File: src/hw/rtl/spm_pkg.sv
package spm_pkg;

  // Default sizes for the top-level parameters
  localparam int MAX_PATTERN_DEF  = 16;
  localparam int OFFSET_WIDTH_DEF = 40;

  // Fixed field and register widths
  localparam int LEN_W          = 5;
  localparam int COUNT_W        = 16;
  localparam int OFFSET_FIELD_W = 40;
  localparam int PDATA_W        = 64;
  localparam int PADDR_W        = 5;
  localparam int PAT_BYTES      = 16;

  // Result queue depth, a power of two of at least two
  localparam int FIFO_DEPTH = 4;

  localparam logic [COUNT_W-1:0] MATCH_LIMIT_RST = 16'd100;

  localparam logic KIND_MATCH   = 1'b0;
  localparam logic KIND_SUMMARY = 1'b1;

  typedef enum logic [1:0] {
    STATUS_FOUND     = 2'd0,
    STATUS_NOT_FOUND = 2'd1,
    STATUS_INVALID   = 2'd2,
    STATUS_TRUNCATED = 2'd3
  } spm_status_t;

  typedef enum logic [1:0] {
    REG_PATTERN_LOW    = 2'd0,
    REG_PATTERN_HIGH   = 2'd1,
    REG_PATTERN_LENGTH = 2'd2,
    REG_MATCH_LIMIT    = 2'd3
  } spm_reg_t;

  typedef struct packed {
    logic [7:0] data_byte;
    logic       end_of_stream;
  } spm_in_t;

  typedef struct packed {
    logic                      result_kind;
    logic [OFFSET_FIELD_W-1:0] match_offset;
    logic [COUNT_W-1:0]        total_found;
    logic [1:0]                search_status;
    logic                      last_result;
  } spm_out_t;

endpackage

File: src/hw/rtl/spm_cell.sv
module spm_cell
  import spm_pkg::*;
(
  input  logic       clk,
  input  logic       shift_en,
  input  logic [7:0] d_in,
  input  logic [7:0] expected,
  output logic [7:0] q,
  output logic       eq
);

  logic [7:0] byte_r;

  // Take the neighbor's byte on every accepted request
  always_ff @(posedge clk) begin
    if (shift_en) begin
      byte_r <= d_in;
    end
  end

  // Compare the byte this cell holds after the shift
  assign eq = (d_in == expected);
  assign q  = byte_r;

endmodule

File: src/hw/rtl/spm_result_fifo.sv
module spm_result_fifo
  import spm_pkg::*;
#(
  parameter int DEPTH = FIFO_DEPTH
) (
  input  logic     clk,
  input  logic     rst_n,
  input  logic     push0,
  input  logic     push1,
  input  spm_out_t din0,
  input  spm_out_t din1,
  input  logic     pop,
  output spm_out_t dout,
  output logic     not_empty,
  output logic     room2
);

  localparam int PW = $clog2(DEPTH);

  spm_out_t         mem [DEPTH];
  logic [PW-1:0]    wr_ptr_r, wr_ptr_nxt;
  logic [PW-1:0]    rd_ptr_r, rd_ptr_nxt;
  logic [PW:0]      count_r, count_nxt;
  logic [PW-1:0]    wr_ptr_p1;

  assign wr_ptr_p1 = PW'(wr_ptr_r + PW'(1));

  // Store up to two results per cycle, second one behind the first
  always_ff @(posedge clk) begin
    if (push0) begin
      mem[wr_ptr_r] <= din0;
    end
    if (push1) begin
      mem[wr_ptr_p1] <= din1;
    end
  end

  always_comb begin
    wr_ptr_nxt = PW'(wr_ptr_r + PW'(push0) + PW'(push1));
    rd_ptr_nxt = PW'(rd_ptr_r + PW'(pop));
    count_nxt  = (PW+1)'(count_r + (PW+1)'(push0) + (PW+1)'(push1) - (PW+1)'(pop));
  end

  always_ff @(posedge clk) begin
    if (!rst_n) begin
      wr_ptr_r <= '0;
      rd_ptr_r <= '0;
      count_r  <= '0;
    end else begin
      wr_ptr_r <= wr_ptr_nxt;
      rd_ptr_r <= rd_ptr_nxt;
      count_r  <= count_nxt;
    end
  end

  assign dout      = mem[rd_ptr_r];
  assign not_empty = (count_r != '0);
  assign room2     = (count_r <= (PW+1)'(DEPTH - 2));

endmodule

File: src/hw/rtl/streaming_pattern_search_unit.sv
// A result is written into the result queue when its byte is accepted; a summary
// that follows a match report on the same byte is queued right behind it.
// Throughput: one byte per cycle, set by the shift of the cell chain; the
// result queue holds four results and takes a byte while room for two remains.
// Reset (rst_n low, synchronous) clears the counters, the queue and the
// registers to their defaults; the byte window keeps whatever it holds.
module streaming_pattern_search_unit
  import spm_pkg::*;
#(
  parameter int MAX_PATTERN  = MAX_PATTERN_DEF,
  parameter int OFFSET_WIDTH = OFFSET_WIDTH_DEF
) (
  input  logic               clk,
  input  logic               rst_n,
  input  logic               in_valid,
  output logic               in_ready,
  input  spm_in_t            in_data,
  output logic               out_valid,
  input  logic               out_ready,
  output spm_out_t           out_data,
  input  logic               psel,
  input  logic               penable,
  input  logic               pwrite,
  input  logic [PADDR_W-1:0] paddr,
  input  logic [PDATA_W-1:0] pwdata,
  output logic [PDATA_W-1:0] prdata,
  output logic               pready
);

  // Configuration registers
  logic [PDATA_W-1:0] pattern_low_r;
  logic [PDATA_W-1:0] pattern_high_r;
  logic [LEN_W-1:0]   pattern_length_r;
  logic [COUNT_W-1:0] match_limit_r;

  // Stream state
  logic [OFFSET_WIDTH-1:0] bytes_seen_r;
  logic [COUNT_W-1:0]      match_count_r;
  logic                    limit_reached_r;

  spm_reg_t               reg_sel;
  logic                   cfg_wr;
  logic [2*PDATA_W-1:0]   pat_all;
  logic                   accept;
  logic                   eos;
  logic [7:0]             win   [MAX_PATTERN];
  logic [MAX_PATTERN-1:0] eq_v;
  logic [MAX_PATTERN-1:0] use_v;
  logic                   all_eq;
  logic                   len_valid;
  logic                   pos_sat;
  logic [OFFSET_WIDTH-1:0] seen_inc;
  logic [OFFSET_WIDTH-1:0] len_ext;
  logic                   covered;
  logic                   hit;
  logic [OFFSET_WIDTH-1:0] offset;
  logic [63:0]            offset_wide;
  logic [COUNT_W-1:0]     count_inc;
  logic [COUNT_W-1:0]     count_after;
  logic [COUNT_W-1:0]     limit_eff;
  logic                   limit_after;
  spm_out_t               match_rec;
  spm_out_t               sum_rec;
  spm_out_t               res0;
  logic                   push0;
  logic                   push1;
  logic                   fifo_room2;
  logic                   fifo_not_empty;

  // Register access
  assign reg_sel = spm_reg_t'(paddr[PADDR_W-1:PADDR_W-2]);
  assign cfg_wr  = psel && penable && pwrite;
  assign pready  = 1'b1;

  always_ff @(posedge clk) begin
    if (!rst_n) begin
      pattern_low_r    <= '0;
      pattern_high_r   <= '0;
      pattern_length_r <= '0;
      match_limit_r    <= MATCH_LIMIT_RST;
    end else if (cfg_wr) begin
      unique case (reg_sel)
        REG_PATTERN_LOW:    pattern_low_r    <= pwdata;
        REG_PATTERN_HIGH:   pattern_high_r   <= pwdata;
        REG_PATTERN_LENGTH: pattern_length_r <= pwdata[LEN_W-1:0];
        REG_MATCH_LIMIT:    match_limit_r    <= pwdata[COUNT_W-1:0];
        default:            pattern_low_r    <= pattern_low_r;
      endcase
    end
  end

  always_comb begin
    unique case (reg_sel)
      REG_PATTERN_LOW:    prdata = pattern_low_r;
      REG_PATTERN_HIGH:   prdata = pattern_high_r;
      REG_PATTERN_LENGTH: prdata = PDATA_W'(pattern_length_r);
      REG_MATCH_LIMIT:    prdata = PDATA_W'(match_limit_r);
      default:            prdata = '0;
    endcase
  end

  assign pat_all = {pattern_high_r, pattern_low_r};
  assign accept  = in_valid && in_ready;
  assign eos     = in_data.end_of_stream;

  // Cell chain: cell k holds window entry k and checks pattern byte len-1-k
  for (genvar k = 0; k < MAX_PATTERN; k++) begin : g_cell
    logic [7:0]       d_in;
    logic [LEN_W-1:0] exp_idx;
    logic [7:0]       expected;

    if (k == 0) begin : g_head
      assign d_in = in_data.data_byte;
    end else begin : g_link
      assign d_in = win[k-1];
    end

    assign exp_idx  = LEN_W'(pattern_length_r - LEN_W'(k) - LEN_W'(1));
    assign expected = pat_all[exp_idx[3:0]*8 +: 8];
    assign use_v[k] = (LEN_W'(k) < pattern_length_r);

    spm_cell u_cell (
      .clk      (clk),
      .shift_en (accept),
      .d_in     (d_in),
      .expected (expected),
      .q        (win[k]),
      .eq       (eq_v[k])
    );
  end

  assign all_eq = &(eq_v | ~use_v);

  // Match decision on the window as it stands after this byte
  assign len_valid = (pattern_length_r != '0) &&
                     (pattern_length_r <= LEN_W'(MAX_PATTERN));
  assign pos_sat   = &bytes_seen_r;
  assign seen_inc  = pos_sat ? bytes_seen_r : OFFSET_WIDTH'(bytes_seen_r + 1'b1);
  assign len_ext   = OFFSET_WIDTH'(pattern_length_r);
  assign covered   = (seen_inc >= len_ext);
  assign hit       = len_valid && !limit_reached_r && covered && all_eq;

  assign offset      = pos_sat ? '1 :
                       OFFSET_WIDTH'(bytes_seen_r - (len_ext - OFFSET_WIDTH'(1)));
  assign offset_wide = 64'(offset);

  // Count with saturation, and check the limit (zero acts as one)
  assign count_inc   = (match_count_r != '1) ? COUNT_W'(match_count_r + 1'b1)
                                             : match_count_r;
  assign count_after = hit ? count_inc : match_count_r;
  assign limit_eff   = (match_limit_r == '0) ? COUNT_W'(1) : match_limit_r;
  assign limit_after = limit_reached_r || (hit && (count_inc >= limit_eff));

  // Build the match report and the summary
  always_comb begin
    match_rec.result_kind   = KIND_MATCH;
    match_rec.match_offset  = offset_wide[OFFSET_FIELD_W-1:0];
    match_rec.total_found   = count_inc;
    match_rec.search_status = STATUS_FOUND;
    match_rec.last_result   = !eos;

    sum_rec.result_kind  = KIND_SUMMARY;
    sum_rec.match_offset = '0;
    sum_rec.total_found  = count_after;
    sum_rec.last_result  = 1'b1;
    priority if (!len_valid || !covered) begin
      sum_rec.search_status = STATUS_INVALID;
      sum_rec.total_found   = '0;
    end else if (limit_after) begin
      sum_rec.search_status = STATUS_TRUNCATED;
    end else if (count_after == '0) begin
      sum_rec.search_status = STATUS_NOT_FOUND;
    end else begin
      sum_rec.search_status = STATUS_FOUND;
    end
  end

  // Advance the stream state; drop it back to zero after the final byte
  always_ff @(posedge clk) begin
    if (!rst_n) begin
      bytes_seen_r    <= '0;
      match_count_r   <= '0;
      limit_reached_r <= 1'b0;
    end else if (accept) begin
      if (eos) begin
        bytes_seen_r    <= '0;
        match_count_r   <= '0;
        limit_reached_r <= 1'b0;
      end else begin
        bytes_seen_r    <= seen_inc;
        match_count_r   <= count_after;
        limit_reached_r <= limit_after;
      end
    end
  end

  // Queue the results in order: match report first, then summary
  assign res0  = hit ? match_rec : sum_rec;
  assign push0 = accept && (hit || eos);
  assign push1 = accept && hit && eos;

  spm_result_fifo #(
    .DEPTH (FIFO_DEPTH)
  ) u_fifo (
    .clk       (clk),
    .rst_n     (rst_n),
    .push0     (push0),
    .push1     (push1),
    .din0      (res0),
    .din1      (sum_rec),
    .pop       (out_valid && out_ready),
    .dout      (out_data),
    .not_empty (fifo_not_empty),
    .room2     (fifo_room2)
  );

  assign out_valid = fifo_not_empty;
  assign in_ready  = fifo_room2;

endmodule

File: config.mk
export PLATFORM = sky130hd
export DESIGN_NAME = streaming_pattern_search_unit
export DESIGN_NICKNAME = d
export VERILOG_FILES = /design/src/hw/rtl/spm_pkg.sv /design/src/hw/rtl/spm_cell.sv /design/src/hw/rtl/spm_result_fifo.sv /design/src/hw/rtl/streaming_pattern_search_unit.sv
export SDC_FILE = /design/constraint.sdc
export NUM_CORES = 2
export LEC_CHECK = 0
export ABC_CLOCK_PERIOD_IN_PS = 8600
export BUFFER_PORTS_ARGS = -buffer_cell sky130_fd_sc_hd__buf_2
export CAP_MARGIN = 25
export CORE_MARGIN = 3
export CORE_UTILIZATION = 41
export CTS_CLUSTER_DIAMETER = 100
export CTS_CLUSTER_SIZE = 10
export DETAILED_ROUTE_END_ITERATION = 8
export PLACE_DENSITY = 0.58
export SLEW_MARGIN = 10
export SYNTH_ARGS = -nofsm -noshare
export SYNTH_HDL_FRONTEND = slang
export SYNTH_SLANG_ARGS = --single-unit
File: constraint.sdc
create_clock -name clk -period 8.6 [get_ports clk]
set_clock_uncertainty 0.1 [all_clocks]
set_input_delay 1.72 -clock clk [delete_from_list [all_inputs] [get_ports clk]]
set_output_delay 1.72 -clock clk [all_outputs]
set_load 0.05 [all_outputs]
==> summary.md <==
| Metric | Value |
|---|---|
| Critical Path RT | `around 9000 ps` |
| GRT met1 Usage | `34.8%` |
| Setup TNS | `0 ps` |
| Worst-path fanout max | `128` |
| Worst skew pair latency | `between 600 and 700 ps` |
| CP max stage delay | `roughly 640 ps` |
| DR vias/cell | `roughly 6.1` |
| FP Rows | `109` |
| GRT Util Overall | `about a quarter` |
| Maxcap violations | `0` |
| Vias | `29,067` |
| EDFF count, synth | `roughly 190` |
| Net Count, Synth | `around 3,600` |
| Layout cells sized above 1 | `a little over a fifth` |
| Status | `finished clean` |
| Post-CTS setup buffer count | `0` |
| P&R area growth vs syn | `10.6%` |
| Place WS | `approximately 1700 ps` |
| Setup crit end kind | `flip-flop` |
| Synthesized flop and latch total | `573` |
| Vias in the first global route | `27,650` |
| Post-synthesis cell area | `around 0.037 mm2` |
| Residual DRC | `0` |
| Pint | `5.07 mW` |
| Clock slew at reported path FFs | `around 60 ps` |
| Initial antenna violation count | `6` |
| Detailed Route Iter0 Violations | `2,950` |
| Hold Violations, Final | `0` |
| Sequential cell area | `approximately 0.013 mm2` |
| DRT antenna net count | `0` |
| Share of power burned in registers | `45.7%` |
| Top Ports | `about 210` |
| Placed Cells | `between 4,000 and 5,000` |
| Slew @ Worst Pin | `roughly 1100 ps` |
| Met2 usage in global routing | `between 30% and 40%` |
| Max Fclk | `around 140 MHz` |
| Period minus WS final | `about 7000 ps` |
| First-pass detailed-route iteration total | `6` |
| Gate Count Post-Synth | `roughly 3,500` |
| Root Buffer | `clkbuf_16` |
| Num CTS Buffers | `67` |
| Startpoint type of the worst setup path | `flip-flop` |
| Final setup viols | `0` |
| Setup WS post-layout | `roughly 1600 ps` |
| Comb power frac | `between 10% and 20%` |
| FFs w/ async S/R, synth | `0%` |
| CTS sink cnt | `around 570` |
| Yosys cell types | `88` |
| Most Crowded Layer GR | `met2` |
| Crit path cell chain | `buf_12 > ha_1 > a21oi_1 > xnor2_2 > buf_4 > mux4_2 > xnor2_1 > nand4_1 > nor4_2 > o21ai_0 > and4bb_2 > nand4_1 > nor2_1 > inv_1 > ha_1 > inv_1 > fa_1 > fa_1 > xor2_1 > nor2_1` |
| GPL Wtd Cong | `roughly 0.94` |
| Net Sw Frac | `between 30% and 40%` |
| Net Sw Power | `2.28 mW` |
| Sequential cell area fraction in the yosys report | `36.5%` |
| CP arrival | `between 7000 and 8000 ps` |
| Die ar. | `between 0.09 and 0.1 mm2` |
| Global-route wire length before repair | `~180 mm` |
| Max VDD drop | `roughly 0.00014 V` |
| # resized after CTS | `0` |
| RSZ-0062 raised after global routing | `false` |
| H-Tree Depth | `3` |
| Grt total ovfl | `0` |
| Max-slew violation count | `0` |
| Post-Syn Area per Cell | `roughly 11 um2` |
| Core area | `between 0.08 and 0.09 mm2` |
| Power share of the clock group | `a little over a third` |
| Die Wd | `around 300 um` |
| # hold bufs at CTS | `0` |
| Worst slew margin | `between 20% and 30%` |
| Leakage | `14.1 nW` |
| Largest net degree at the start of global routing | `between 100 and 150` |
| Prevailing post-synth register cell | `dfxtp_1` |
| CP max-delay cell | `nor4_2` |
| CP Class | `flip-flop to flip-flop` |
| Starting density of the core | `around two fifths` |
| Per-cell routed wire length | `24.7 um` |
| Final std cells w/o fill | `between 4,000 and 5,000` |
| Drt total wl | `between 100 and 150 mm` |
| Final total power | `7.35 mW` |
| Fin crit share | `81.2%` |
| Fill cells | `slightly above 8,000` |
| Clock Path Buffers | `3` |
| Post-DP HPWL | `between 80 and 90 mm` |
| PD cells | `roughly 180 mW/mm2` |
| Met3 usage | `between 4 and 5%` |
| Nets@finish | `roughly 3,700` |
| Multi-input gate area | `0.0219 mm2` |
| Hold Path Class | `flip-flop to flip-flop` |
| Number of port buffers | `between 200 and 250` |
| Die height | `between 300 and 400 um` |
| Hold slack | `between 300 and 400 ps` |
| CTS tree | `done` |
| Ys Warns | `0` |
-- area by class of cell --
| cell class | count | area share (%) |
|---|---|---|
| clock inverter | 7 | 0.268 |
| inverter | 57 | 0.552 |
| clock buffer | 93 | 4.45 |
| antenna | 3 | 0.0185 |
| multi-input combinational | 2572 | 54.1 |
| tap | 1165 | 3.59 |
| timing repair buffer | 277 | 3.97 |
| sequential | 573 | 33.1 |
-- metal layers --
layer | wire [um] | vias up
met1 | 50100 | 14462
met3 | 9910 | 181
met5 | 0 | -
met4 | 3890 | 0
li1 | - | 13156
met2 | 53300 | 1268
-- state kept, by name, indices dropped and copies added (netlist names), 3 cells and up --
signal            flops
u_fifo.mem          240
match_count_r        16
pattern_low_r        64
match_limit_r        16
g_cell.u_cell.q     120
u_fifo.count_r        3
bytes_seen_r         40
pattern_high_r       64
pattern_length_r      5
-- cells in the mapped netlist (all sizes together) (7+ instances only) --
master   count  area (um2)
mux2i      198        1980
xor2        43         384
nand4       52         332
o22ai       15        93.8
o2bb2ai     41         359
nor3        34         170
a21oi      230        1150
buf        116         653
or2         10        62.6
inv         54         203
edfxtp     192        5770
and4         8        70.1
ha          75         938
nor2       248         933
and2        36         225
or4          8        67.6
a31oi       22         153
and3        22         138
a211oi      10        75.1
nor2b       10        62.6
nand2b      22         138
o21a        11        82.6
mux4       350        7880
a22oi       18         135
a21boi       7        52.6
or3         25         156
xnor2      181        1610
clkbuf     153         577
nand2      499        1870
a2111oi      7        98.8
o21ai      160         801
dfxtp      381        7630
a22o        40         350
nor4        30         230
o211ai       8        60.1
nand3       47         235
a21o        36         270
-- metrics by stage --
stage	utilization [%]	instance area, um2
after detailed placement	43.6	38600
final	45.8	40600
after CTS	45.8	40500
after global routing	45.8	40600
after floorplan	-	36700
after global placement	43.6	38600
-- kinds of logic after synthesis --
family / Yosys count / synth area share (%)
AOI/OAI and AO/OA: 651 / 11.2
xor gates and xnor gates: 224 / 5.43
adders and majority gates: 79 / 2.78
buffers and inverters: 326 / 3.94
DFF: 573 / 36.5
muxes: 552 / 27.0
other: 1 / 0.0102
and+or+nand+nor: 1065 / 13.1
-- path summary, 6_finish.rpt --
path | start | to | slack (ps) | cells after the start
max | pattern_length_r[1] | u_fifo.count_r[2] | 1620 | 20
min | g_cell[4].u_cell.q[1] | g_cell[5].u_cell.q[1] | 340 | 0
max reg2reg | pattern_length_r[1] | u_fifo.count_r[2] | 1620 | 20
min reg2reg | g_cell[4].u_cell.q[1] | g_cell[5].u_cell.q[1] | 340 | 0
-- critical path: cells and delay by family, from the launching register on --
kind                       cells  cell delay [ps]
AOI/OAI and AO/OA              2              340
xor gates and xnor gates       3              930
adders and majority gates      4             1580
buffers and inverters          4             1000
DFF                            1              350
muxes                          1              520
and+or+nand+nor                6             1850
-- power groups by stage --
stage	Combinational (mW)	Clock [mW]	Sequential [mW]
global placement	1.37	0	3.40
global route	1.44	2.79	3.39
CTS	1.37	2.69	3.35
finish	1.35	2.64	3.36
detailed placement	1.37	0	3.41
floorplan	1.02	0	3.31
-- cell usage in the layout (no fill, tap or decap), types with 8 or more instances in the layout --
cell type and n:
nand2_1 496, dfxtp_1 375, mux4_2 350, nor2_1 246
a21oi_1 230, buf_2 206, mux2i_1 198, edfxtp_1 192
xnor2_1 174, o21ai_0 153, ha_1 73, clkbuf_16 68
buf_4 67, inv_1 52, nand4_1 51, nand3_1 47
xor2_1 41, o2bb2ai_1 41, a22o_1 40, a21o_1 36
and2_1 35, nor3_1 33, nor4_1 26, or3_1 24
clkbuf_1 24, and3_1 22, nand2b_1 22, a31oi_1 21
a22oi_1 18, o22ai_1 15, o21a_1 11, a211oi_1 10
nor2b_1 10, and4_1 8, or2_2 8, o211ai_1 8
No activity file was read; power rests on OpenSTA's default activity.
